<file path="src/rtl/g94_pkg.sv">
// g94_pkg: shared types, constants and functions of the hash core
// holds the beat structs, state codes, s-box, step constant and the
// a, p, psi and round transforms; depends on nothing
package g94_pkg;

  typedef struct packed {
    logic [7:0] data_byte;
    logic       byte_valid;
    logic       end_of_message;
  } in_t;

  typedef struct packed {
    logic [63:0] hash_word3;
    logic [63:0] hash_word2;
    logic [63:0] hash_word1;
    logic [63:0] hash_word0;
  } out_t;

  // byte i of a block sits in bits 8i+7:8i
  typedef logic [31:0][7:0] blk_t;

  typedef struct packed {
    logic        absorb;
    logic        fin;
    logic [63:0] len;
    blk_t        blk;
  } cmd_t;

  typedef enum logic [2:0] {
    ST_IDLE, ST_START, ST_KEY, ST_ENC, ST_PSI_A, ST_MIX, ST_PSI_B, ST_OUT
  } state_t;

  typedef enum logic [1:0] {PH_BLK, PH_LEN, PH_SUM} phase_t;

  localparam int unsigned FifoDepth = 2;

  localparam logic [255:0] C3 =
    256'hFF00FFFF000000FF_FF0000FF00FFFF00_00FF00FF00FF00FF_FF00FF00FF00FF00;

  localparam logic [3:0] SBOX [0:7][0:15] = '{
    '{4'd10, 4'd4, 4'd5, 4'd6, 4'd8, 4'd1, 4'd3, 4'd7,
      4'd13, 4'd12, 4'd14, 4'd0, 4'd9, 4'd2, 4'd11, 4'd15},
    '{4'd5, 4'd15, 4'd4, 4'd0, 4'd2, 4'd13, 4'd11, 4'd9,
      4'd1, 4'd7, 4'd6, 4'd3, 4'd12, 4'd14, 4'd10, 4'd8},
    '{4'd7, 4'd15, 4'd12, 4'd14, 4'd9, 4'd4, 4'd1, 4'd0,
      4'd3, 4'd11, 4'd5, 4'd2, 4'd6, 4'd10, 4'd8, 4'd13},
    '{4'd4, 4'd10, 4'd7, 4'd12, 4'd0, 4'd15, 4'd2, 4'd8,
      4'd14, 4'd1, 4'd6, 4'd5, 4'd13, 4'd11, 4'd9, 4'd3},
    '{4'd7, 4'd6, 4'd4, 4'd11, 4'd9, 4'd12, 4'd2, 4'd10,
      4'd1, 4'd8, 4'd0, 4'd14, 4'd15, 4'd13, 4'd3, 4'd5},
    '{4'd7, 4'd6, 4'd2, 4'd4, 4'd13, 4'd9, 4'd15, 4'd0,
      4'd10, 4'd1, 4'd5, 4'd11, 4'd8, 4'd14, 4'd12, 4'd3},
    '{4'd13, 4'd14, 4'd4, 4'd1, 4'd7, 4'd0, 4'd5, 4'd10,
      4'd3, 4'd12, 4'd8, 4'd15, 4'd6, 4'd2, 4'd9, 4'd11},
    '{4'd1, 4'd3, 4'd10, 4'd9, 4'd5, 4'd11, 4'd4, 4'd15,
      4'd8, 4'd6, 4'd7, 4'd14, 4'd13, 4'd0, 4'd2, 4'd12}
  };

  function automatic logic [31:0] round_fn(input logic [31:0] a, input logic [31:0] k);
    logic [31:0] x;
    logic [31:0] y;
    x = a + k;
    for (int i = 0; i < 8; i++) begin
      y[4*i +: 4] = SBOX[i][x[4*i +: 4]];
    end
    return {y[20:0], y[31:21]};
  endfunction

  function automatic logic [255:0] xform_a(input logic [255:0] y);
    return {y[63:0] ^ y[127:64], y[255:64]};
  endfunction

  function automatic blk_t xform_p(input blk_t y);
    blk_t r;
    for (int i = 0; i < 32; i++) begin
      r[i] = y[((i % 4) * 8) + (i / 4)];
    end
    return r;
  endfunction

  function automatic logic [255:0] psi1(input logic [255:0] s);
    logic [15:0] x;
    x = s[15:0] ^ s[31:16] ^ s[47:32] ^ s[63:48] ^ s[207:192] ^ s[255:240];
    return {x, s[255:16]};
  endfunction

  function automatic logic [255:0] psi4(input logic [255:0] s);
    return psi1(psi1(psi1(psi1(s))));
  endfunction

endpackage

</file>
<file path="src/rtl/g94_cmd_fifo.sv">
// g94_cmd_fifo: short command queue between gatherer and compression engine
// uses g94_pkg for the command type and depth
module g94_cmd_fifo (
  input  logic          clk,
  input  logic          rst_n,
  input  logic          push,
  input  g94_pkg::cmd_t wr_cmd,
  input  logic          pop,
  output logic          not_empty,
  output logic          full,
  output g94_pkg::cmd_t rd_cmd
);

  g94_pkg::cmd_t mem_r [g94_pkg::FifoDepth];
  logic          wr_ptr_r, rd_ptr_r;
  logic [1:0]    cnt_r;

  assign not_empty = (cnt_r != 2'd0);
  assign full      = (cnt_r == 2'(g94_pkg::FifoDepth));
  assign rd_cmd    = mem_r[rd_ptr_r];

  always_ff @(posedge clk) begin
    if (push) begin
      mem_r[wr_ptr_r] <= wr_cmd;
    end
  end

  always_ff @(posedge clk) begin
    if (!rst_n) begin
      wr_ptr_r <= 1'b0;
      rd_ptr_r <= 1'b0;
      cnt_r    <= '0;
    end else begin
      if (push) wr_ptr_r <= ~wr_ptr_r;
      if (pop)  rd_ptr_r <= ~rd_ptr_r;
      cnt_r <= cnt_r + {1'b0, push} - {1'b0, pop};
    end
  end

  a_no_overflow: assert property (@(posedge clk) disable iff (!rst_n)
    (cnt_r <= 2'(g94_pkg::FifoDepth)) && !(push && full) && !(pop && !not_empty))
    else $error("command queue over or underflow");

endmodule

</file>
<file path="config.mk">
export PLATFORM = sky130hd
export DESIGN_NAME = g94_cmd_fifo
export DESIGN_NICKNAME = d
export VERILOG_FILES = /design/src/rtl/g94_pkg.sv /design/src/rtl/g94_cmd_fifo.sv
export SDC_FILE = /design/constraint.sdc
export NUM_CORES = 1
export LEC_CHECK = 0
export ABC_CLOCK_PERIOD_IN_PS = 18900
export BUFFER_PORTS_ARGS = -buffer_cell sky130_fd_sc_hd__buf_2
export CAP_MARGIN = 40
export CELL_PAD_IN_SITES_DETAIL_PLACEMENT = 1
export CELL_PAD_IN_SITES_GLOBAL_PLACEMENT = 1
export CORE_AREA = 3 3 255 257
export DETAILED_ROUTE_END_ITERATION = 10
export DIE_AREA = 0 0 258 260
export GPL_TIMING_DRIVEN = 1
export HOLD_SLACK_MARGIN = 0.1
export MAX_ROUTING_LAYER = met4
export PLACE_DENSITY_LB_ADDON = 0.1
export SLEW_MARGIN = 30
export SYNTH_ARGS = -nofsm -noshare
export SYNTH_HDL_FRONTEND = slang
export SYNTH_SLANG_ARGS = --single-unit
</file>
<file path="constraint.sdc">
create_clock -name clk -period 18.9 [get_ports clk]
set_input_delay 1.89 -clock clk [delete_from_list [all_inputs] [get_ports clk]]
set_output_delay 1.89 -clock clk [all_outputs]
set_load 0.01 [all_outputs]
</file>
Word level (Yosys, flattened, before mapping). Memory sizes are Yosys's and may differ from the RTL's. A register that Yosys moved wholly into a read port is not among the register bits. Index checks and enable logic that the tools add are counted.

Add/subtract/negate cells: 2. $mul: 0. Divide/modulo/power cells: 0. Order comparisons: 0. Equal/unequal tests: 1. Shift operators: 0. Muxes and demuxes: 4. Bitwise logic cells: 2. Reductions and logical operators: 1.

Operators by type and width (number): 1-bit 2-to-1 mux (4); 2-bit by 1-bit adder with 2-bit output (1); 2-bit == test, second input constant (1); 1-bit NOT (2); 2-bit nonzero test (1); 2-bit by 1-bit subtractor with 2-bit output (1).

Register bits after elaboration: 4. Latch bits: 0. Memory bits (writable): 644. ROM bits: 0. Input bits: 326. Output and inout bits: 324. Word-level logic and storage cells: 14. Memories: 1.

Memories: mem_r (words 2, width 322, read ports 1, clocked after memory_dff 1, write ports 1, RTL line g94_cmd_fifo.sv:14) `g94_pkg::cmd_t mem_r [g94_pkg::FifoDepth];`.

Logic depth before layout (Yosys ltp). Gate-level depths: netlist of the first run.

Depth in word-level cells: 3. Mapped depth: 6. Depth with buffers taken out: 6.

Worst setup path before layout of the first run. Ideal clock, no wire load.

Path type: input port to flip-flop. Start: input port push. End: register wr_ptr_r. Arrival time: 16.773 ns. Setup slack: 2.002 ns. Stages: 2. Buffers on the path: 0. Cells stage by stage: nor2b_1 > o21a_1.

RTL lines: start, declared (RTL line g94_cmd_fifo.sv:6) `input logic push,`; end signal, assigned (RTL line g94_cmd_fifo.sv:34) `if (push) wr_ptr_r <= ~wr_ptr_r;`; end, declared (RTL line g94_cmd_fifo.sv:15) `logic wr_ptr_r, rd_ptr_r;`.

==> results of run 1 <==
-- power groups by stage --
stage | logic [mW] | clock network, mW | registers [mW]
after floorplan | 0.195 | 0 | 1.74
after global placement | 0.343 | 0 | 1.72
after detailed placement | 0.356 | 0 | 1.72
after CTS | 0.357 | 1.27 | 1.69
after global routing | 0.377 | 1.33 | 1.69
final | 0.350 | 1.23 | 1.68
-- worst register-to-register path, stage by stage (launching register included) --
cell,delay [ps]
dfxtp_1,390
and2_4,570
buf_4,740
buf_4,520
buf_16,310
-- layer usage --
layer | vias up | share of wire (%) | GRT usage, %
met5 | - | 0 | -
met4 | 0 | 3.6 | 7.360
met3 | 106 | 7.8 | 6.690
met2 | 382 | 54 | 31.56
met1 | 6243 | 35 | 18.59
li1 | 5564 | - | -
-- per-stage QoR --
step	area (um2)	std cells	setup slack [ps]	hold WS [ps]
floorplan	23720	1023	2002	554.6
global placement	27760	2492	13700	556.4
detailed placement	27960	2499	14340	576.7
CTS	29980	2622	13950	589.3
global route	30130	2652	13900	608.9
finish	30130	2653	14100	581.0
-- logic make-up (layout without fill, tap and decap cells) --
| group | after synthesis | in the layout |
|---|---|---|
| AND/OR/NAND/NOR | 9 | 9 |
| adder cells (fa/ha/maj) | 2 | 2 |
| buffers and inverters | 38 | 794 |
| flip-flops | 649 | 649 |
| multiplexers | 322 | 322 |
| XOR/XNOR | 2 | 2 |
| AO/OA/AOI/OAI | 1 | 1 |
| other | 0 | 28 |
-- worst min path at each step --
| stage | startpoint | endpoint |
|---|---|---|
| after floorplan | rd_ptr_r$_SDFFE_PN0P_ | flop |
| after global placement | rd_ptr_r$_SDFFE_PN0P_ | flop |
| after detailed placement | rd_ptr_r$_SDFFE_PN0P_ | rd_ptr_r$_SDFFE_PN0P_ |
| after CTS | rd_ptr_r$_SDFFE_PN0P_ | rd_ptr_r$_SDFFE_PN0P_ |
| after global routing | rd_ptr_r$_SDFFE_PN0P_ | rd_ptr_r$_SDFFE_PN0P_ |
| final | rd_ptr_r$_SDFFE_PN0P_ | rd_ptr_r$_SDFFE_PN0P_ |
-- layout make-up --
class,instances,area (um2),area share (%)
flip-flops and latches,649,19440,64.53
clock buffers,95,1867,6.195
repair buffers,669,3627,12.04
clock inverters,28,152.6,0.5066
inverters,2,7.507,0.02491
well taps,846,1059,3.513
multi-input cells,336,3906,12.96
diodes,28,70.07,0.2325
-- layout by cell type (no fill, tap or decap) --
cell,instances
buf_2,649
edfxtp_1,644
mux2_2,274
clkbuf_16,71
mux2_4,40
diode_2,28
clkbuf_1,24
clkinv_1,14
clkinv_2,10
buf_16,10
mux2_1,8
buf_4,7
dfxtp_1,4
nor2b_1,3
and2_1,3
inv_1,2
ha_1,2
inv_6,2
clkinv_8,2
buf_12,2
and2_4,1
xor2_1,1
or2_2,1
nor2b_4,1
o21a_1,1
xnor3_1,1
dfxtp_4,1
buf_6,1
-- flip-flops by register name, indices dropped and copies added, names as in the netlist, named ones only --
name and count:
mem_r 644, wr_ptr_r 1, rd_ptr_r 1, cnt_r 2
==> metrics.csv, run 1 <==
stage,metric,value,unit
sta,tightestPinTransition,784.6,ps
pwr,internal-power,2.519,mW
yosys,synthAdderAreaFrac,0.1055,%
finish,final_util,47.85,%
yosys,synth_xor_area_share,0.1319,%
routing,num_vias,12300,
routing,finalWirelength,61.30,mm
pwr,cellLeakagePower,11.24,nW
die,dieArea,67080,um2
setup_path,critical_path.max_stage_delay,710,ps
setup_path,crit_buf_inv,3,
pwr,combPwrFrac,10.7,%
yosys,synthMuxAreaShare,15.92,%
yosys,syn-cell-area,23720,um2
finish,drive_gt1_share,60.26,%
yosys,synth_cell_types,15,
clocking,clock-root-buffer,clkbuf_16,
yosys,ys_seq_elements,649,
clocking,postCtsSetupRepairBufs,0,
die,io_pins,650,
sta,finClkSkew,24.31,ps
setup_path,reg2reg_slack,16020,ps
sta,final-hold-violation-count,0,
yosys,synth_top_family_by_area,multiplexers,
setup_path,worstSetupEndpoint,rd_cmd[254],
routing,viasPerCell,4.634,
sta,max_slew_margin,47.69,%
yosys,syn_nets,1351,
yosys,yosys.area.top_type,edfxtp_1,
yosys,ys_seq_area_share,81.96,%
setup_path,crit_path_start_kind,flop,
die,core-area,62970,um2
sta,tns,0,ps
setup_path,path_depth,4,
pwr,irDropWorstVdd,0.00008319,V
sta,finalMaxSlewViolations,0,
clocking,clk_pin_slew,60,ps
setup_path,crit_family,buffers and inverters,
yosys,synth-compound-area-share,0.03165,%
clocking,cts_inserted_buffers,70,
clocking,htreeDepth,3,
yosys,ys_top_cells_by_area,"edfxtp_1, mux2_2, mux2_4",
setup_path,end_kind,output pin,
die,die_w,258,um
grt,grt_pass1_wl,86.19,mm
grt,grt-ovfl-total,0,
routing,firstDrtPassIters,4,
setup_path,cp.arrival,2910,ps
grt,grt_usage,18.16,%
yosys,synth.most_common_cell,edfxtp_1,
yosys,synth_flop_cell,edfxtp_1,
pwr,power_density,108.2,nW/um2
sta,fin_crit,4796,ps
clocking,cts_tree,built,
die,initial_core_util,37.67,%
setup_path,path_max_fanout,86,
die,rows,92,
grt,antenna_found_initial,28,
clocking,cts.hold.buffers_added,0,
yosys,synth-simple-area-share,0.2374,%
grt,first_global_vias,13180,
routing,routedWlPerCell,23.10,um
setup_path,cp_cell_sequence,"buf_12, buf_16, mux2_2, buf_2",
routing,ant_nets,0,
pwr,p_seq_share,51.7,%
clocking,clock_latency,600,ps
pwr,clockPowerShare,37.6,%
pwr,p_switching,0.7413,mW
clocking,clockBufferDepth,3,
sta,max_freq,0.2085,GHz
setup_path,r2r_end,mem_r[1][234]$_DFFE_PP_,
setup_path,r2r_cells,4,
setup_path,r2r-start,wr_ptr_r$_SDFFE_PN0P_,
yosys,ys_top_cells_by_count,"edfxtp_1, mux2_2, mux2_4, buf_6, mux2_1",
status,outcome,"complete, no violations",
finish,fin_nets,2056,
grt,grt_max_degree,152,
place,post-dp-hpwl,43.51,mm
yosys,synth_edf_count,644,
setup_path,required,17010,ps
setup_path,critPathKind,reg2out,
yosys,yosysWarningCount,0,
place,port_buffers,649,
pwr,p_sw_share,22.74,%
place,routabilityCongestion,0.7949,
sta,fin_crit_sh,25.37,%
clocking,post_cts_resized,0,
routing,first_iter_violations,638,
sta,rsz0062_at_grt,false,
yosys,synth_top_area_share,81.54,%
finish,nFillCells,6115,
worst_hold_path,hold_class,reg2reg,
yosys,syn-mean-instance-area,23.18,um2
finish,area_growth,27.05,%
sta,setup_viol,0,
yosys,async_flop_share,0,%
worst_hold_path,worstHoldPathCells,2,
pwr,power,3.260,mW
job,drv_cap,0,
routing,drc,0,
yosys,synth_cells,1023,
clocking,clkSinkCount,649,
setup_path,cp_slowest_cell,dfxtp_4,
die,die_h,260,um
Power figures use the tool's default switching activity.
==> run 2: changes to the inputs <==
- ABC_CLOCK_PERIOD_IN_PS: 18900 -> 4200
- clock period: 18.9 -> 4.2 ns (I/O delays scaled with it)
==> run 2 against run 1 <==
Against the previous run:
- critical path depth unchanged
- sequential power rose to 4.5 times the previous value
- clock skew down 10 ps
- highest routed layer unchanged
- register-to-register slack worse by 14000 ps
- cell area up 11%
- clock power rose to 4.8 times the previous value
- core utilization up 5.4 points
- critical endpoint is now rd_cmd[298]
- via count up 12%
==> metrics.csv, run 2 (synthesis gave the netlist of run 1 again) <==
stage,metric,value,unit
finish,fin_nets,2386,
place,post-dp-hpwl,45.92,mm
place,port_buffers,649,
routing,ant_nets,0,
setup_path,cp_slowest_cell,dfxtp_4,
finish,drive_gt1_share,51.47,%
grt,grt_max_degree,93,
finish,area_growth,41.49,%
pwr,irDropWorstVdd,0.0003230,V
job,drv_cap,0,
setup_path,end_kind,output pin,
setup_path,critical_path.max_stage_delay,560,ps
sta,fin_crit_sh,66.01,%
routing,finalWirelength,66.94,mm
routing,drc,0,
die,die_w,258,um
clocking,clk_pin_slew,60,ps
routing,viasPerCell,4.623,
sta,fin_crit,2772,ps
sta,tns,0,ps
clocking,htreeDepth,3,
grt,grt_usage,19.97,%
die,dieArea,67080,um2
grt,antenna_found_initial,21,
grt,grt-ovfl-total,0,
pwr,power,15.33,mW
finish,mostFrequentLayoutCell,buf_2,
clocking,clock-root-buffer,clkbuf_16,
grt,first_global_vias,15360,
die,rows,92,
pwr,power_density,456.8,nW/um2
place,place_inst,2508,
clocking,clockBufferDepth,3,
sta,max_slew_margin,54.61,%
clocking,postCtsSetupRepairBufs,0,
setup_path,cp_cell_sequence,"buf_16, buf_12, mux2_2, buf_2",
sta,setup_viol,0,
finish,top_register,mem_r,
finish,fin_cells,2971,
routing,first_iter_violations,760,
sta,finalMaxSlewViolations,0,
clocking,clock_latency,580,ps
die,initial_core_util,37.67,%
setup_path,cp.arrival,2350,ps
clocking,cts_inserted_buffers,71,
clocking,clkSinkCount,649,
clocking,cts_tree,built,
die,core-area,62970,um2
pwr,cellLeakagePower,12.69,nW
setup_path,crit_family,buffers and inverters,
setup_path,critPathKind,reg2out,
status,outcome,"complete, no violations",
setup_path,required,3780,ps
setup_path,crit_buf_inv,3,
grt,grt_pass1_wl,96.25,mm
die,io_pins,650,
sta,rsz0062_at_grt,false,
finish,largestRegisters,"mem_r: 644 flops, cnt_r: 2 flops",
sta,max_freq,0.3607,GHz
setup_path,reg2reg_slack,2120,ps
sta,finClkSkew,14.07,ps
die,die_h,260,um
place,routabilityCongestion,0.8356,
routing,routedWlPerCell,22.53,um
routing,firstDrtPassIters,4,
finish,final_cell_mix,"buf_2, edfxtp_1, dlygate4sd3_1, mux2_2, clkbuf_16",
finish,largest_register_ffs,644,
setup_path,path_max_fanout,47,
routing,num_vias,13730,
sta,final-hold-violation-count,0,
sta,tightestPinTransition,680.9,ps
setup_path,crit_path_start_kind,flop,
worst_hold_path,hold_class,in2reg,
==> run 2: final cells by class <==
cell class | count | area (um2)
Fill cell | 5962 | 29410
Sequential cell | 649 | 19440
Multi-Input combinational cell | 336 | 3906
Clock buffer | 87 | 1858
Inverter | 2 | 7.507
Timing Repair Buffer | 998 | 6929
Clock inverter | 34 | 306.5
Tap cell | 846 | 1059
Antenna cell | 19 | 47.55
==> run 2: worst register-to-register path: cells and delay by family, from the launching register on <==
family | cells | cell delay (ps)
buf+inv | 1 | 660
simple gates | 1 | 600
flops | 1 | 400
==> run 2: metrics by stage <==
| stage | setup slack [ps] | utilization (%) | hold WS [ps] | instance area (um2) |
|---|---|---|---|---|
| floorplan | -1477 | - | 518.9 | 23730 |
| finish | 1428 | 53.29 | 198.2 | 33560 |
| CTS | 1358 | 53.22 | 149.6 | 33510 |
| global route | 1309 | 53.29 | 182.5 | 33550 |
| detailed placement | 1933 | 44.64 | 568.3 | 28110 |
| global placement | 1849 | 44.56 | 556.7 | 28060 |
==> run 2: routing by layer <==
layer / vias up / part of all wire (%) / routed length (um) / GRT usage, %
li1: 6195 / - / - / -
met1: 6941 / 35 / 23210 / 20.47
met2: 461 / 54 / 36330 / 35.56
met3: 137 / 6.5 / 4379 / 5.142
met4: 0 / 4.5 / 3013 / 9.834
met5: - / 0 / 0 / -
==> run 2: repair_timing <==
| item | in CTS | in global routing |
|---|---|---|
| endpoints found under the setup margin | 0 | 0 |
| hold buffers | 323 | 0 |
| endpoints found under the hold margin | 649 | 0 |
| resized for setup | 0 | 0 |
==> run 2: path summary, 6_finish.rpt <==
check | start | end | cells past startpoint
worst max register to register | wr_ptr_r$_SDFFE_PN0P_ | mem_r[1][148]$_DFFE_PP_ | 2
worst min register to register | rd_ptr_r$_SDFFE_PN0P_ | flop | 2
worst min-delay path | pop | flop | 3
worst max-delay path | flop | rd_cmd[298] | 4
==> run 2: power by group <==
group	switching (mW)	internal (mW)	total [mW]
sequential	0.0870	7.50	7.58
clock	2.43	3.44	5.87
combinational	0.938	0.934	1.87
total	3.45	11.9	15.3
==> run 3: changes to the inputs <==
- ABC_CLOCK_PERIOD_IN_PS: 4200 -> 2400
- clock period: 4.2 -> 2.4 ns (I/O delays scaled with it)
==> run 3 against run 2 <==
Against the previous run:
- clock power rose by 72%
- flip-flop and latch count did not move
- clock skew rose by 2.1 ps
- critical endpoint is now rd_cmd[113]
==> metrics.csv, run 3 (synthesis gave the netlist of run 1 again) <==
stage,metric,value,unit
status,outcome,"complete, no violations",
clocking,cts_tree,built,
job,drv_cap,0,
clocking,cts_inserted_buffers,72,
die,die_w,258,um
grt,grt_max_degree,119,
sta,rsz0062_at_grt,true,
sta,max_freq,0.4309,GHz
finish,nFillCells,5949,
clocking,clock-root-buffer,clkbuf_16,
sta,final-hold-violation-count,0,
place,routabilityCongestion,0.8176,
finish,mostFrequentLayoutCell,buf_2,
routing,num_vias,13790,
grt,antenna_found_initial,10,
worst_hold_path,hold_class,in2reg,
routing,viasPerCell,4.634,
routing,drc,0,
die,die_h,260,um
routing,first_iter_violations,664,
setup_path,required,2160,ps
routing,routedWlPerCell,22.28,um
sta,finClkSkew,16.20,ps
grt,grt-ovfl-total,0,
setup_path,crit_path_start_kind,flop,
clocking,postCtsSetupRepairBufs,0,
sta,fin_crit_sh,96.70,%
die,initial_core_util,37.67,%
finish,drive_gt1_share,51.34,%
die,dieArea,67080,um2
routing,firstDrtPassIters,4,
finish,final_util,53.29,%
finish,top_register,mem_r,
clocking,clk_pin_slew,60,ps
sta,fin_crit,2321,ps
grt,grt_pass1_wl,95.50,mm
die,io_pins,650,
place,place_area,28060,um2
finish,final_area,33550,um2
clocking,clock_latency,590,ps
finish,multi_input_area,3918,um2
grt,grt_usage,19.74,%
sta,setup_slack,79.11,ps
die,core-area,62970,um2
finish,regArea,19440,um2
pwr,power_density,794.8,nW/um2
routing,finalWirelength,66.28,mm
finish,largestRegisters,"mem_r: 644 flops, cnt_r: 2 flops",
sta,whs,371.3,ps
finish,fin_nets,2391,
die,rows,92,
setup_path,path_max_fanout,85,
finish,final_cell_mix,"buf_2, edfxtp_1, dlygate4sd3_1, mux2_2, clkbuf_16",
place,dp_slack,637.0,ps
clocking,clkSinkCount,649,
sta,setup_viol,0,
finish,area_growth,41.48,%
place,place_inst,2508,
pwr,cellLeakagePower,12.71,nW
place,port_buffers,649,
place,post-dp-hpwl,45.17,mm
setup_path,critPathKind,reg2out,
sta,tns,0,ps
clocking,htreeDepth,3,
sta,max_slew_margin,51.37,%
setup_path,end_kind,output pin,
sta,finalMaxSlewViolations,0,
finish,largest_register_ffs,644,
pwr,power,26.67,mW
pwr,irDropWorstVdd,0.0005552,V
finish,fin_cells,2975,
routing,ant_nets,0,
sta,tightestPinTransition,729.5,ps
clocking,clockBufferDepth,3,
setup_path,cp.arrival,2080,ps
grt,first_global_vias,15340,
[run 3: layout make-up]
cell class              instances  area share, %
clock buffers                  94          5.806
flip-flops and latches        649          57.95
repair buffers               1002          20.72
diodes                         10        0.07458
well taps                     846          3.155
inverters                       2        0.02237
clock inverters                36         0.5966
multi-input cells             336          11.67
[run 3: worst paths after layout]
check                             start                 endpoint  slack, ps  cells past startpoint
setup / recovery                   flop              rd_cmd[113]         80                      3
hold / removal              wr_cmd[285]  mem_r[1][285]$_DFFE_PP_        370                      2
setup reg to reg  wr_ptr_r$_SDFFE_PN0P_    wr_ptr_r$_SDFFE_PN0P_        810                      4
hold reg to reg   rd_ptr_r$_SDFFE_PN0P_    rd_ptr_r$_SDFFE_PN0P_        590                      2
[run 3: repair_timing]
item / 4_1_cts / 5_1_grt
endpoints found under the hold margin: 649 / 0
hold buffers: 326 / 0
endpoints found under the setup margin: 16 / 96
resized for setup: 1 / 5
gates cloned: 0 / 1
[run 3: critical path, cell delays in order (launching register included)]
cell,delay [ps]
dfxtp_4,430
buf_16,380
mux2_2,420
buf_2,150
[run 3: where the power goes]
group          total [mW]  internal [mW]  switching [mW]
registers            13.3           13.1           0.133
logic                3.31           1.64            1.67
clock network        10.1           5.83            4.28
total                26.7           20.6            6.08
[run 3: metal layers]
layer  share of wire, %  vias to the layer above  wire length [um]  track usage (%)
li1                   -                     6212                 -                -
met1                 36                     6956             23920            20.88
met2                 53                      447             35010            34.11
met3                6.0                      172              3947            5.512
met4                5.1                        0              3390            9.615
met5                  0                        -                 0                -
