==> config.mk <==
export PLATFORM = sky130hd
export DESIGN_NAME = g94_front
export DESIGN_NICKNAME = d
export VERILOG_FILES = /design/src/rtl/g94_pkg.sv /design/src/rtl/g94_front.sv
export SDC_FILE = /design/constraint.sdc
export NUM_CORES = 1
export LEC_CHECK = 0
export BUFFER_PORTS_ARGS = -buffer_cell sky130_fd_sc_hd__buf_2
export CAP_MARGIN = 20
export CORE_AREA = 2 2 130 259
export CTS_BUF_LIST = sky130_fd_sc_hd__clkbuf_8 sky130_fd_sc_hd__clkbuf_16
export DETAILED_ROUTE_END_ITERATION = 8
export DIE_AREA = 0 0 132 261
export PLACE_DENSITY = 0.76
export SLEW_MARGIN = 20
export SYNTH_ARGS = -nofsm -noshare
export SYNTH_HDL_FRONTEND = slang
export SYNTH_SLANG_ARGS = --single-unit
==> constraint.sdc <==
create_clock -name clk -period 2.3 [get_ports clk]
set_input_delay 0.115 -clock clk [delete_from_list [all_inputs] [get_ports clk]]
set_output_delay 0.115 -clock clk [all_outputs]
set_load 0.02 [all_outputs]
==> src/rtl/g94_pkg.sv <==
// g94_pkg: shared types, constants and functions of the hash core
// holds the beat structs, state codes, s-box, step constant and the
// a, p, psi and round transforms; depends on nothing
package g94_pkg;

  typedef struct packed {
    logic [7:0] data_byte;
    logic       byte_valid;
    logic       end_of_message;
  } in_t;

  typedef struct packed {
    logic [63:0] hash_word3;
    logic [63:0] hash_word2;
    logic [63:0] hash_word1;
    logic [63:0] hash_word0;
  } out_t;

  // byte i of a block sits in bits 8i+7:8i
  typedef logic [31:0][7:0] blk_t;

  typedef struct packed {
    logic        absorb;
    logic        fin;
    logic [63:0] len;
    blk_t        blk;
  } cmd_t;

  typedef enum logic [2:0] {
    ST_IDLE, ST_START, ST_KEY, ST_ENC, ST_PSI_A, ST_MIX, ST_PSI_B, ST_OUT
  } state_t;

  typedef enum logic [1:0] {PH_BLK, PH_LEN, PH_SUM} phase_t;

  localparam int unsigned FifoDepth = 2;

  localparam logic [255:0] C3 =
    256'hFF00FFFF000000FF_FF0000FF00FFFF00_00FF00FF00FF00FF_FF00FF00FF00FF00;

  localparam logic [3:0] SBOX [0:7][0:15] = '{
    '{4'd10, 4'd4, 4'd5, 4'd6, 4'd8, 4'd1, 4'd3, 4'd7,
      4'd13, 4'd12, 4'd14, 4'd0, 4'd9, 4'd2, 4'd11, 4'd15},
    '{4'd5, 4'd15, 4'd4, 4'd0, 4'd2, 4'd13, 4'd11, 4'd9,
      4'd1, 4'd7, 4'd6, 4'd3, 4'd12, 4'd14, 4'd10, 4'd8},
    '{4'd7, 4'd15, 4'd12, 4'd14, 4'd9, 4'd4, 4'd1, 4'd0,
      4'd3, 4'd11, 4'd5, 4'd2, 4'd6, 4'd10, 4'd8, 4'd13},
    '{4'd4, 4'd10, 4'd7, 4'd12, 4'd0, 4'd15, 4'd2, 4'd8,
      4'd14, 4'd1, 4'd6, 4'd5, 4'd13, 4'd11, 4'd9, 4'd3},
    '{4'd7, 4'd6, 4'd4, 4'd11, 4'd9, 4'd12, 4'd2, 4'd10,
      4'd1, 4'd8, 4'd0, 4'd14, 4'd15, 4'd13, 4'd3, 4'd5},
    '{4'd7, 4'd6, 4'd2, 4'd4, 4'd13, 4'd9, 4'd15, 4'd0,
      4'd10, 4'd1, 4'd5, 4'd11, 4'd8, 4'd14, 4'd12, 4'd3},
    '{4'd13, 4'd14, 4'd4, 4'd1, 4'd7, 4'd0, 4'd5, 4'd10,
      4'd3, 4'd12, 4'd8, 4'd15, 4'd6, 4'd2, 4'd9, 4'd11},
    '{4'd1, 4'd3, 4'd10, 4'd9, 4'd5, 4'd11, 4'd4, 4'd15,
      4'd8, 4'd6, 4'd7, 4'd14, 4'd13, 4'd0, 4'd2, 4'd12}
  };

  function automatic logic [31:0] round_fn(input logic [31:0] a, input logic [31:0] k);
    logic [31:0] x;
    logic [31:0] y;
    x = a + k;
    for (int i = 0; i < 8; i++) begin
      y[4*i +: 4] = SBOX[i][x[4*i +: 4]];
    end
    return {y[20:0], y[31:21]};
  endfunction

  function automatic logic [255:0] xform_a(input logic [255:0] y);
    return {y[63:0] ^ y[127:64], y[255:64]};
  endfunction

  function automatic blk_t xform_p(input blk_t y);
    blk_t r;
    for (int i = 0; i < 32; i++) begin
      r[i] = y[((i % 4) * 8) + (i / 4)];
    end
    return r;
  endfunction

  function automatic logic [255:0] psi1(input logic [255:0] s);
    logic [15:0] x;
    x = s[15:0] ^ s[31:16] ^ s[47:32] ^ s[63:48] ^ s[207:192] ^ s[255:240];
    return {x, s[255:16]};
  endfunction

  function automatic logic [255:0] psi4(input logic [255:0] s);
    return psi1(psi1(psi1(psi1(s))));
  endfunction

endpackage

==> src/rtl/g94_front.sv <==
// g94_front: byte gatherer, bit length counter and command builder
// turns input beats into block and finalize commands; uses g94_pkg
module g94_front (
  input  logic          clk,
  input  logic          rst_n,
  input  logic          acc,
  input  g94_pkg::in_t  in_data,
  output logic          push,
  output g94_pkg::cmd_t cmd
);

  g94_pkg::blk_t buf_r, buf_nxt;
  logic [4:0]    fill_r, fill_nxt;
  logic [63:0]   len_r, len_nxt;
  g94_pkg::blk_t blk_new;
  logic          absorb;

  always_comb begin
    blk_new = buf_r;
    if (in_data.byte_valid) begin
      blk_new[fill_r] = in_data.data_byte;
    end
    fill_nxt = fill_r + {4'd0, in_data.byte_valid};
    len_nxt  = len_r + (in_data.byte_valid ? 64'd8 : 64'd0);
    // full block, or a partial tail at end of message
    absorb = (in_data.byte_valid && (fill_r == 5'd31)) ||
             (in_data.end_of_message && (fill_nxt != 5'd0));
    push = acc && (absorb || in_data.end_of_message);
    cmd.absorb = absorb;
    cmd.fin    = in_data.end_of_message;
    cmd.len    = len_nxt;
    cmd.blk    = blk_new;
    buf_nxt    = (absorb || in_data.end_of_message) ? '0 : blk_new;
  end

  always_ff @(posedge clk) begin
    if (!rst_n) begin
      buf_r  <= '0;
      fill_r <= '0;
      len_r  <= '0;
    end else if (acc) begin
      buf_r  <= buf_nxt;
      fill_r <= in_data.end_of_message ? 5'd0 : fill_nxt;
      len_r  <= in_data.end_of_message ? 64'd0 : len_nxt;
    end
  end

endmodule

### Word level (Yosys, flattened, before mapping)

Index checks and enable logic that the tools add are counted.

* output and inout port bits: 323
* register bits after elaboration: 325
* word-level logic and storage cells: 54
* bits of input ports: 13

* eq/ne operators: 1
* muxes and demuxes: 8
* add/sub/neg operators: 2
* reduce and logical (&&, ||, !) cells: 7
* order comparisons: 2

Operators with widths (count)
* 2-to-1 mux 256 bit: 2
* bitwise mux 256 bit: 1
* adder 64 x 4 -> 64 bit: 1
* 2-to-1 mux 64 bit: 1
* demux 8 bit (select 5 bit): 1
* 2-to-1 mux 8 bit: 1
* less-than comparator 5 x 6 -> 1 bit (second input constant): 1
* adder 5 x 1 -> 5 bit: 1
* equality test 5 bit (second input constant): 1
* greater-or-equal comparator 5 x 1 -> 1 bit (second input constant): 1
* 2-to-1 mux 5 bit: 1
* nonzero test 5 bit: 1
* logical AND 1 bit: 4
* 2-to-1 mux 4 bit: 1
* logical OR 1 bit: 2

### Longest topological paths before layout

Gate-level depths: netlist of the first run.

* word-level depth: 7
* mapped depth: 10
* mapped depth without buffers: 7

### Worst setup path after synthesis of the first run

OpenSTA, ideal clock, no wires.

* path type: reg-to-output
* start: register len_r[3]
* end: output cmd[308] (netlist bit)
* data arrival time: 2527 ps
* data required time: 2185 ps
* stages on the path, launching flop included: 9
* buffers on the path: 2
* slack: -342 ps
* cell sequence: dfxtp_1 -> ha_1 -> nand2_1 -> or4_1 -> buf_2 -> or4_4 -> buf_6 -> nor4_4 -> xor2_1

RTL lines
* start, declared: line g94_front.sv:14 `logic [63:0] len_r, len_nxt;`
* start signal, assigned: line g94_front.sv:44 `len_r <= in_data.end_of_message ? 64'd0 : len_nxt;`
* end, declared: line g94_front.sv:9 `output g94_pkg::cmd_t cmd`

==> results of run 1 <==
-- metrics by stage --
| stage | setup TNS [ns] | setup slack [ns] | power, µW | cells | utilization |
|---|---|---|---|---|---|
| 2_1_floorplan | -0.328 | -0.0902 | 6100 | 1791 | - |
| 3_5_place_dp | -0.140 | -0.0728 | 6330 | 2517 | 0.579 |
| 5_1_grt | -43.43 | -0.802 | 11700 | 2701 | 0.733 |
| 6_report | -32.24 | -0.730 | 11400 | 2701 | 0.733 |
| 4_1_cts | -20.53 | -0.499 | 11400 | 2650 | 0.671 |
| 3_3_place_gp | -0.0108 | -0.0108 | 6340 | 2517 | 0.579 |
-- what timing repair did --
| item | CTS | global route |
|---|---|---|
| endpoints found under the setup margin | 315 | 305 |
| gates cloned | 3 | 1 |
| hold endpoints to repair | 0 | 0 |
| buffers inserted | 79 | 68 |
| pin swaps | 73 | 84 |
| gates resized for setup | 378 | 456 |
-- power breakdown --
part           leakage (µW)  internal, µW  switching [µW]
combinational       0.00746           159             552
clock              0.000504          2840            2300
sequential          0.00260          5570            5.32
total                0.0106          8570            2860
-- sequential cells by signal, indices dropped and copies added (netlist names) --
name    flops
buf_r     256
fill_r      5
len_r      61
-- cell type report --
class	count	area [µm²]	share of cell area
Inverter	13	61.3	0.00257
Tap cell	432	541	0.0226
Sequential cell	322	6490	0.271
Multi-Input combinational cell	1285	10800	0.452
Clock buffer	35	808	0.0338
Timing Repair Buffer	595	5020	0.210
Clock inverter	19	178	0.00744
-- cells by family after synthesis --
logic type / Yosys count / synth area share
AOI/OAI and AO/OA: 399 / 0.175
xor gates and xnor gates: 61 / 0.0333
buffers and inverters: 184 / 0.0456
muxes: 260 / 0.182
and+or+nand+nor: 558 / 0.160
other: 1 / 0.000233
adders and majority gates: 4 / 0.00311
DFF: 322 / 0.401
-- placed cells by master, fill, tap and decap left out, types with 19 or more instances in the layout --
cell,netlist,layout
a21oi_1,43,38
a22o_1,19,19
a22oi_1,231,231
and2_1,21,19
buf_2,5,155
buf_4,6,229
buf_6,1,189
clkbuf_16,0,29
dfxtp_1,322,302
mux2_2,256,138
mux2_4,0,118
nand2_1,78,52
nand3_1,44,25
nor2_1,285,254
nor2_4,0,25
o21ai_0,39,30
xnor2_2,0,28
-- worst max path at each step --
stage / cells after the start / to / start / slack (ns)
2_1_floorplan: 9 / len_r[40] / len_r[4] / -0.09
3_3_place_gp: 8 / cmd[314] / len_r[6] / -0.01
3_5_place_dp: 9 / cmd[314] / len_r[3] / -0.07
4_1_cts: 10 / cmd[316] / len_r[3] / -0.50
5_1_grt: 8 / cmd[282] / len_r[13] / -0.80
6_report: 9 / cmd[304] / len_r[30] / -0.73
-- per-layer routing --
layer | track usage | routed length, µm | part of all wire
met5 | 0 | 0 | 0
met4 | 0.143 | 3580 | 0.056
met3 | 0.0612 | 6410 | 0.10
met2 | 0.509 | 30600 | 0.48
met1 | 0.380 | 22900 | 0.36
==> out/qor.yml, run 1 <==
die:
  rows: 94
  boundaryPins: 336
  die_h_um: 261
  start_util: 0.493
  die_area_mm2: 0.0345
  core_mm2: 0.0326
  die_width_um: 132
setup_path:
  worstPathCellList: "and3_1 > nand3_2 > buf_6 > nor4_4 > buf_6 > buf_4 > nand4_1 > xnor2_2 > buf_4"
  slowest_stage: "dfxtp_1"
  crit_fanout: 6
  path_buf_inv: 4
  criticalPathCategory: "flip-flop to output port"
  endpoint_kind: "output port"
  cpPeakStageDelay_ns: 0.52
  reg2reg_slack_ns: -0.45
  worstPathArrival_ns: 2.92
  timing.rr.end: "len_r[38]"
  rr_worst_depth: 12
  start_kind: "flip-flop"
  worstPathRequired_ns: 2.18
  r2r-start: "len_r[13]"
  cpLargestDelayFamily: "simple AND/OR/NAND/NOR gates"
detailed_routing:
  drt-initial-drc-count: 1741
  dr.pass1.iters: 9
  viasPerCell: 6.28
  ant_nets: 0
  vias: 17000
  routed_wl_um: 63400
  drc_errors: 0
  wire_per_inst_um: 23.5
global_routing:
  grtUsageTotal: 0.305
  first_global_vias: 15500
  grt_max_degree: 123
  antenna_found_initial: 0
  overflow: 0
  grt_first_pass_wirelength_um: 85600
logic_synthesis:
  yosys.area.top_type: "dfxtp_1"
  synth_edf_count: 0
  ys_ff_latch: 322
  ys_top_cells_by_area: "dfxtp_1 40%, mux2_2 18%, a22oi_1 11%"
  syn_inst: 1789
  ys_seq_area_frac: 0.401
  synthMostInstantiatedCell: "dfxtp_1"
  avgSynthCellArea_um2: 8.98
  synth-main-ff-cell: "dfxtp_1"
  yosys_warnings: 0
  synth.top_cell.area_share: 0.401
  ys_async_sr_fraction: 0
  syn_area_mm2: 0.0161
  synthDistinctLibCells: 62
  synth_common_cells: "322 x dfxtp_1, 285 x nor2_1, 256 x mux2_2"
layout:
  fillers: 2015
  fin_area_mm2: 0.0239
  syn_to_final_growth_pct: 48.7
  antennaDiodeCount: 0
  nNetsFinal: 2263
  drive_gt1_frac: 0.494
min_path:
  min_delay_worst_endpoint: "fill_r[3]"
  worstHoldStart: "rst_n"
  worstHoldPathCells: 2
  min_path_type: "primary input to flip-flop"
placement:
  gp_congestion: 0.865
  io_buffers: 332
  placed_area_mm2: 0.0189
  dp_hpwl_um: 32500
timing:
  rsz0062_at_grt: "true"
  clock_skew_ns: 0.0188
  setup_ws_ns: -0.730
  post-route-min-period_ns: 3.03
  worst_pin_slew_ns: 0.994
  drv_slew: 0
  slew_headroom: 0.332
  fmax_mhz: 330
  hold_viol_final: 0
  timing.final.crit_share: 1.32
  setup_violations: 157
  holdWs_ns: 0.0545
run:
  drv_cap: 0
cts:
  clockBufferDepth: 3
  cts_max_level: 1
  cts_sinks: 322
  cts_buffers: 29
  path_clk_slew_ns: 0.07
  cts_tree: "done"
  cts-root-buf: "clkbuf_16"
  ctsHoldBuffers: 0
  worst_skew_pair.late_latency_ns: 0.59
run_status:
  outcome: "finished with violations"
  violations: "negative setup slack"
power:
  p_leak_uw: 0.0106
  pwr_density_cell_mw_per_mm2: 478
  peakVddDrop_mv: 0.780
No activity file was read; power rests on OpenSTA's default activity.
==> inputs of run 2 (changes only) <==
CELL_PAD_IN_SITES_DETAIL_PLACEMENT = 0   (was unset)
CELL_PAD_IN_SITES_GLOBAL_PLACEMENT = 1   (was unset)
CORE_AREA = 2 2 151 300   (was 2 2 130 259)
DIE_AREA = 0 0 153 302   (was 0 0 132 261)
PLACE_DENSITY = unset   (was 0.76)
PLACE_DENSITY_LB_ADDON = 0.1   (was unset)
==> run 2 against run 1 <==
The flow still finishes with violations (negative setup slack). Die area rose by 34%. Clock power grew 8.9%. Hold slack improved by 0.024 ns. Sequential power barely moved.
==> out/qor.yml, run 2 (same netlist as run 1, synthesis figures left out) <==
run_status:
  outcome: "finished with violations"  # unchanged
  violations: "negative setup slack"  # unchanged
timing:
  slew_headroom: 0.291  # was 0.332
  drv_slew: 0  # unchanged
  setup_ws_ns: -0.444  # was -0.730 ns
  setup_violations: 85  # was 157
  clock_skew_ns: 0.0249  # was 0.0188 ns
  rsz0062_at_grt: "true"  # unchanged
  worst_pin_slew_ns: 1.06  # was 0.994 ns
  fmax_mhz: 364  # was 330 MHz
  hold_viol_final: 0  # unchanged
  post-route-min-period_ns: 2.74  # was 3.03 ns
  fin_setup_tns_ns: -13.20  # was -32.24 ns
  timing.final.crit_share: 1.19  # was 1.32
layout:
  fillers: 4130  # was 2015
  largest-register: "buf_r"  # unchanged
  layout_commonest_cell: "dfxtp_1"  # unchanged
  layout_common_cells: "306 x dfxtp_1, 256 x nor2_1, 232 x buf_4"  # was 302 x dfxtp_1, 254 x nor2_1, 231 x a22oi_1
  syn_to_final_growth_pct: 46.6  # was 48.7%
  nNetsFinal: 2252  # was 2263
  reg_top3: "buf_r x256, len_r x61, fill_r x5"  # unchanged
  largest_reg_flops: 256  # unchanged
  antennaDiodeCount: 0  # unchanged
  drive_gt1_frac: 0.477  # was 0.494
power:
  power_uw: 11900  # was 11400 µW
  peakVddDrop_mv: 0.588  # was 0.780 mV
  p_leak_uw: 0.0103  # was 0.0106 µW
  pwr_density_cell_mw_per_mm2: 505  # was 478 mW/mm²
cts:
  cts_buffers: 35  # was 29
  path_clk_slew_ns: 0.06  # was 0.07 ns
  cts_max_level: 2  # was 1
  worst_skew_pair.late_latency_ns: 0.53  # was 0.59 ns
  clockBufferDepth: 3  # unchanged
  cts-root-buf: "clkbuf_16"  # unchanged
  cts_tree: "done"  # unchanged
  cts_sinks: 322  # unchanged
die:
  core_mm2: 0.0441  # was 0.0326 mm²
  die_width_um: 153  # was 132 µm
  start_util: 0.365  # was 0.493
  die_area_mm2: 0.0462  # was 0.0345 mm²
  boundaryPins: 336  # unchanged
  rows: 109  # was 94
  die_h_um: 302  # was 261 µm
detailed_routing:
  vias: 15600  # was 17000
  drc_errors: 0  # unchanged
  routed_wl_um: 61500  # was 63400 µm
  dr.pass1.iters: 5  # was 9
  wire_per_inst_um: 21.9  # was 23.5 µm
  drt-initial-drc-count: 775  # was 1741
  viasPerCell: 5.54  # was 6.28
  ant_nets: 0  # unchanged
global_routing:
  first_global_vias: 15500  # about the same
  grt_first_pass_wirelength_um: 93000  # was 85600 µm
  antenna_found_initial: 0  # unchanged
  overflow: 0  # unchanged
  grt_max_degree: 113  # was 123
  grtUsageTotal: 0.255  # was 0.305
run:
  drv_cap: 0  # unchanged
setup_path:
  start_kind: "flip-flop"  # unchanged
  r2r-start: "len_r[13]"  # unchanged
  rr_worst_depth: 8  # was 12
  endpoint_kind: "output port"  # unchanged
  reg2reg_slack_ns: -0.23  # was -0.45 ns
  criticalPathCategory: "flip-flop to output port"  # unchanged
  worstPathRequired_ns: 2.18  # about the same
  timing.rr.end: "len_r[54]"  # was len_r[38]
  worstPathArrival_ns: 2.63  # was 2.92 ns
  crit_fanout: 5  # was 6
placement:
  post-place-ws_ns: -0.175  # was -0.0728 ns
  gp_congestion: 0.860  # was 0.865
  io_buffers: 332  # unchanged
  dp_hpwl_um: 40800  # was 32500 µm
min_path:
  min_path_type: "primary input to flip-flop"  # unchanged
  min_delay_worst_endpoint: "fill_r[4]"  # was fill_r[3]
  worstHoldPathCells: 4  # was 2
  worstHoldStart: "in_data[0]"  # was rst_n
[run 2: critical path: stages (launching register included)]
cell     delay [ns]
dfxtp_1        0.35
nand3_2        0.10
or4_4          0.59
or4_4          0.53
nor4_4         0.23
xor2_2         0.16
buf_4          0.15
[run 2: power by group]
| group | leakage, µW | switching [µW] | internal [µW] |
|---|---|---|---|
| Clock | 0.000581 | 2410 | 3190 |
| Combinational | 0.00717 | 559 | 169 |
| Sequential | 0.00260 | 5.00 | 5580 |
[run 2: routing by layer]
| metal | part of all wire | vias up | GRT usage |
|---|---|---|---|
| met5 | 0 | - | 0 |
| met4 | 0.049 | 0 | 0.115 |
| met3 | 0.053 | 130 | 0.0466 |
| met2 | 0.53 | 443 | 0.475 |
| met1 | 0.37 | 7680 | 0.278 |
| li1 | - | 7321 | - |
[run 2: timing repair]
item	CTS	global route
hold buffers	1	0
setup endpoints to repair	321	209
gates cloned	4	0
endpoints found under the hold margin	8	0
gates resized for setup	423	266
pin swaps	69	69
setup buffers	52	32
[run 2: metrics by stage]
stage | hold WS, ns | std cells | utilization | area (µm²)
floorplan | 0.343 | 1791 | - | 16300
global placement | 0.448 | 2669 | 0.437 | 19200
detailed placement | 0.455 | 2669 | 0.437 | 19200
CTS | 0.0457 | 2786 | 0.507 | 22300
global route | 0.108 | 2813 | 0.535 | 23600
finish | 0.0783 | 2813 | 0.535 | 23600
[run 2: final cells by class]
| type | instances | area [µm²] | share of cell area |
|---|---|---|---|
| Sequential cell | 322 | 6480 | 0.275 |
| Clock inverter | 19 | 146 | 0.00621 |
| Inverter | 13 | 63.8 | 0.00271 |
| Timing Repair Buffer | 578 | 4690 | 0.199 |
| Tap cell | 555 | 694 | 0.0295 |
| Clock buffer | 41 | 958 | 0.0407 |
| Multi-Input combinational cell | 1285 | 10500 | 0.447 |
[run 2: worst max path at each step]
stage              start        end  cells after the start
5_1_grt         len_r[4]   cmd[308]                      6
6_report       len_r[13]   cmd[308]                      6
3_3_place_gp    len_r[3]   cmd[312]                      9
3_5_place_dp    len_r[3]   cmd[312]                      9
4_1_cts         len_r[3]   cmd[290]                      8
2_1_floorplan   len_r[4]  len_r[40]                      9
==> inputs of run 3 (changes only) <==
MAX_ROUTING_LAYER = met4   (was unset)
==> run 3 against run 2 <==
The flow still finishes with violations (negative setup slack). Clock power hardly changed. Highest routed layer unchanged. Sequential share of layout area hardly changed. Setup slack worse by 0.0068 ns. Largest cell class unchanged. Flip-flop and latch count stayed put.
==> out/qor.yml, run 3 (same netlist as run 1, synthesis figures left out) <==
setup_path:
  crit_fanout: 5  # unchanged
  worstPathRequired_ns: 2.18  # about the same
  criticalPathCategory: "flip-flop to output port"  # unchanged
  endpoint_kind: "output port"  # unchanged
  rr_worst_depth: 8  # unchanged
  worstPathArrival_ns: 2.64  # was 2.63 ns
  start_kind: "flip-flop"  # unchanged
power:
  peakVddDrop_mv: 0.582  # was 0.588 mV
  power_frac_clock: 0.471  # was 0.470
  p_int_uw: 8940  # about the same
  p_seq_frac: 0.468  # was 0.469
  p_switching_uw: 2980  # was 2970 µW
  pwr_density_cell_mw_per_mm2: 507  # was 505 mW/mm²
  p_leak_uw: 0.0103  # about the same
  switching_share: 0.250  # was 0.249
  comb_power_share: 0.061  # about the same
timing:
  setup_ws_ns: -0.450  # was -0.444 ns
  worst_pin_slew_ns: 1.07  # was 1.06 ns
  fmax_mhz: 364  # about the same
  clock_skew_ns: 0.0249  # about the same
  setup_violations: 81  # was 85
  holdWs_ns: 0.0833  # was 0.0783 ns
  slew_headroom: 0.283  # was 0.291
  timing.final.crit_share: 1.20  # was 1.19
  drv_slew: 0  # unchanged
  hold_viol_final: 0  # unchanged
  rsz0062_at_grt: "true"  # unchanged
  post-route-min-period_ns: 2.75  # was 2.74 ns
global_routing:
  antenna_found_initial: 0  # unchanged
  grt_first_pass_wirelength_um: 92800  # was 93000 µm
  grt_max_degree: 113  # unchanged
  overflow: 0  # unchanged
  first_global_vias: 15500  # about the same
  grtUsageTotal: 0.262  # was 0.255
cts:
  worst_skew_pair.late_latency_ns: 0.53  # about the same
  cts-root-buf: "clkbuf_16"  # unchanged
  cts_tree: "done"  # unchanged
  cts_max_level: 2  # unchanged
  clockBufferDepth: 3  # unchanged
  cts_sinks: 322  # unchanged
  cts_buffers: 35  # unchanged
  path_clk_slew_ns: 0.06  # about the same
placement:
  place_inst: 2669  # unchanged
  gp_congestion: 0.875  # was 0.860
  placed_area_mm2: 0.0192  # unchanged
  io_buffers: 332  # unchanged
  post-place-ws_ns: -0.175  # unchanged
  dp_hpwl_um: 40800  # unchanged
layout:
  fillers: 4127  # was 4130
  syn_to_final_growth_pct: 46.4  # was 46.6%
  largest-register: "buf_r"  # unchanged
  multi_input_area_mm2: 0.0105  # about the same
  nNetsFinal: 2253  # was 2252
  layout_commonest_cell: "dfxtp_1"  # unchanged
  largest_reg_flops: 256  # unchanged
  final_cell_count_no_fill: 2814  # was 2813
  fin_area_mm2: 0.0235  # was 0.0236 mm²
  seq_area_mm2: 0.00648  # about the same
  reg_top3: "buf_r x256, len_r x61, fill_r x5"  # unchanged
  drive_gt1_frac: 0.476  # was 0.477
  antennaDiodeCount: 0  # unchanged
  layout_common_cells: "307 x dfxtp_1, 256 x nor2_1, 232 x buf_4"  # was 306 x dfxtp_1, 256 x nor2_1, 232 x buf_4
run_status:
  violations: "negative setup slack"  # unchanged
  outcome: "finished with violations"  # unchanged
detailed_routing:
  drc_errors: 0  # unchanged
  vias: 15500  # was 15600
  wl_met2_um: 32500  # was 32400 µm
  wl_met1_um: 23100  # was 22800 µm
  top_layer_used: "met4"  # unchanged
  viasPerCell: 5.52  # was 5.54
  dr.pass1.iters: 7  # was 5
  wire_per_inst_um: 21.9  # about the same
  routed-wl-met3_um: 3120  # was 3270 µm
  ant_nets: 0  # unchanged
  drt-initial-drc-count: 869  # was 775
  routed_wl_um: 61500  # about the same
die:
  die_width_um: 153  # unchanged
  boundaryPins: 336  # unchanged
  rows: 109  # unchanged
  core_mm2: 0.0441  # unchanged
  die_area_mm2: 0.0462  # unchanged
  die_h_um: 302  # unchanged
  start_util: 0.365  # unchanged
min_path:
  min_path_type: "primary input to flip-flop"  # unchanged
  worstHoldPathCells: 4  # unchanged
run:
  drv_cap: 0  # unchanged
==> run 3: layout make-up <==
class,count,area share
multi-input combinational,1285,0.447
clock buffer,41,0.0407
sequential,322,0.275
tap,555,0.0295
clock inverter,19,0.00622
inverter,13,0.00271
timing repair buffer,579,0.199
==> run 3: worst paths after layout <==
| path | to | start | slack (ns) |
|---|---|---|---|
| setup / recovery | cmd[308] | len_r[13] | -0.45 |
| hold / removal | fill_r[4] | in_data[0] | 0.08 |
| setup reg to reg | len_r[54] | len_r[13] | -0.22 |
| hold reg to reg | buf_r[9] | buf_r[9] | 0.46 |
==> run 3: power groups by stage <==
stage / combinational (µW) / sequential, µW / clock [µW]
after global routing: 777 / 5580 / 5990
after floorplan: 394 / 5710 / 0
after detailed placement: 675 / 5710 / 0
after CTS: 718 / 5580 / 5800
after global placement: 678 / 5710 / 0
final: 728 / 5580 / 5610
==> run 3: worst max-delay path, stage by stage, from the launching register on <==
cell,delay (ns)
dfxtp_1,0.35
nand3_2,0.10
or4_4,0.58
or4_4,0.53
nor4_4,0.23
xor2_2,0.17
buf_4,0.16
==> run 3: through the flow <==
stage | util | power (µW) | TNS, ns
global placement | 0.437 | 6390 | -1.32
finish | 0.534 | 11900 | -12.76
floorplan | - | 6100 | -0.328
CTS | 0.507 | 12100 | -17.59
global route | 0.534 | 12300 | -22.18
detailed placement | 0.437 | 6390 | -1.84
==> run 3: what timing repair did <==
item | in CTS | in global routing
setup endpoints to repair | 321 | 206
hold buffers | 1 | 0
gates cloned | 4 | 0
pin swaps | 69 | 69
gates resized for setup | 423 | 257
hold endpoints to repair | 8 | 0
setup buffers | 52 | 33
==> run 3: routing by layer <==
layer	vias to the layer above	GRT usage
met1	7643	0.280
met2	454	0.476
met3	125	0.0447
met4	0	0.114
li1	7318	-
met5	-	-
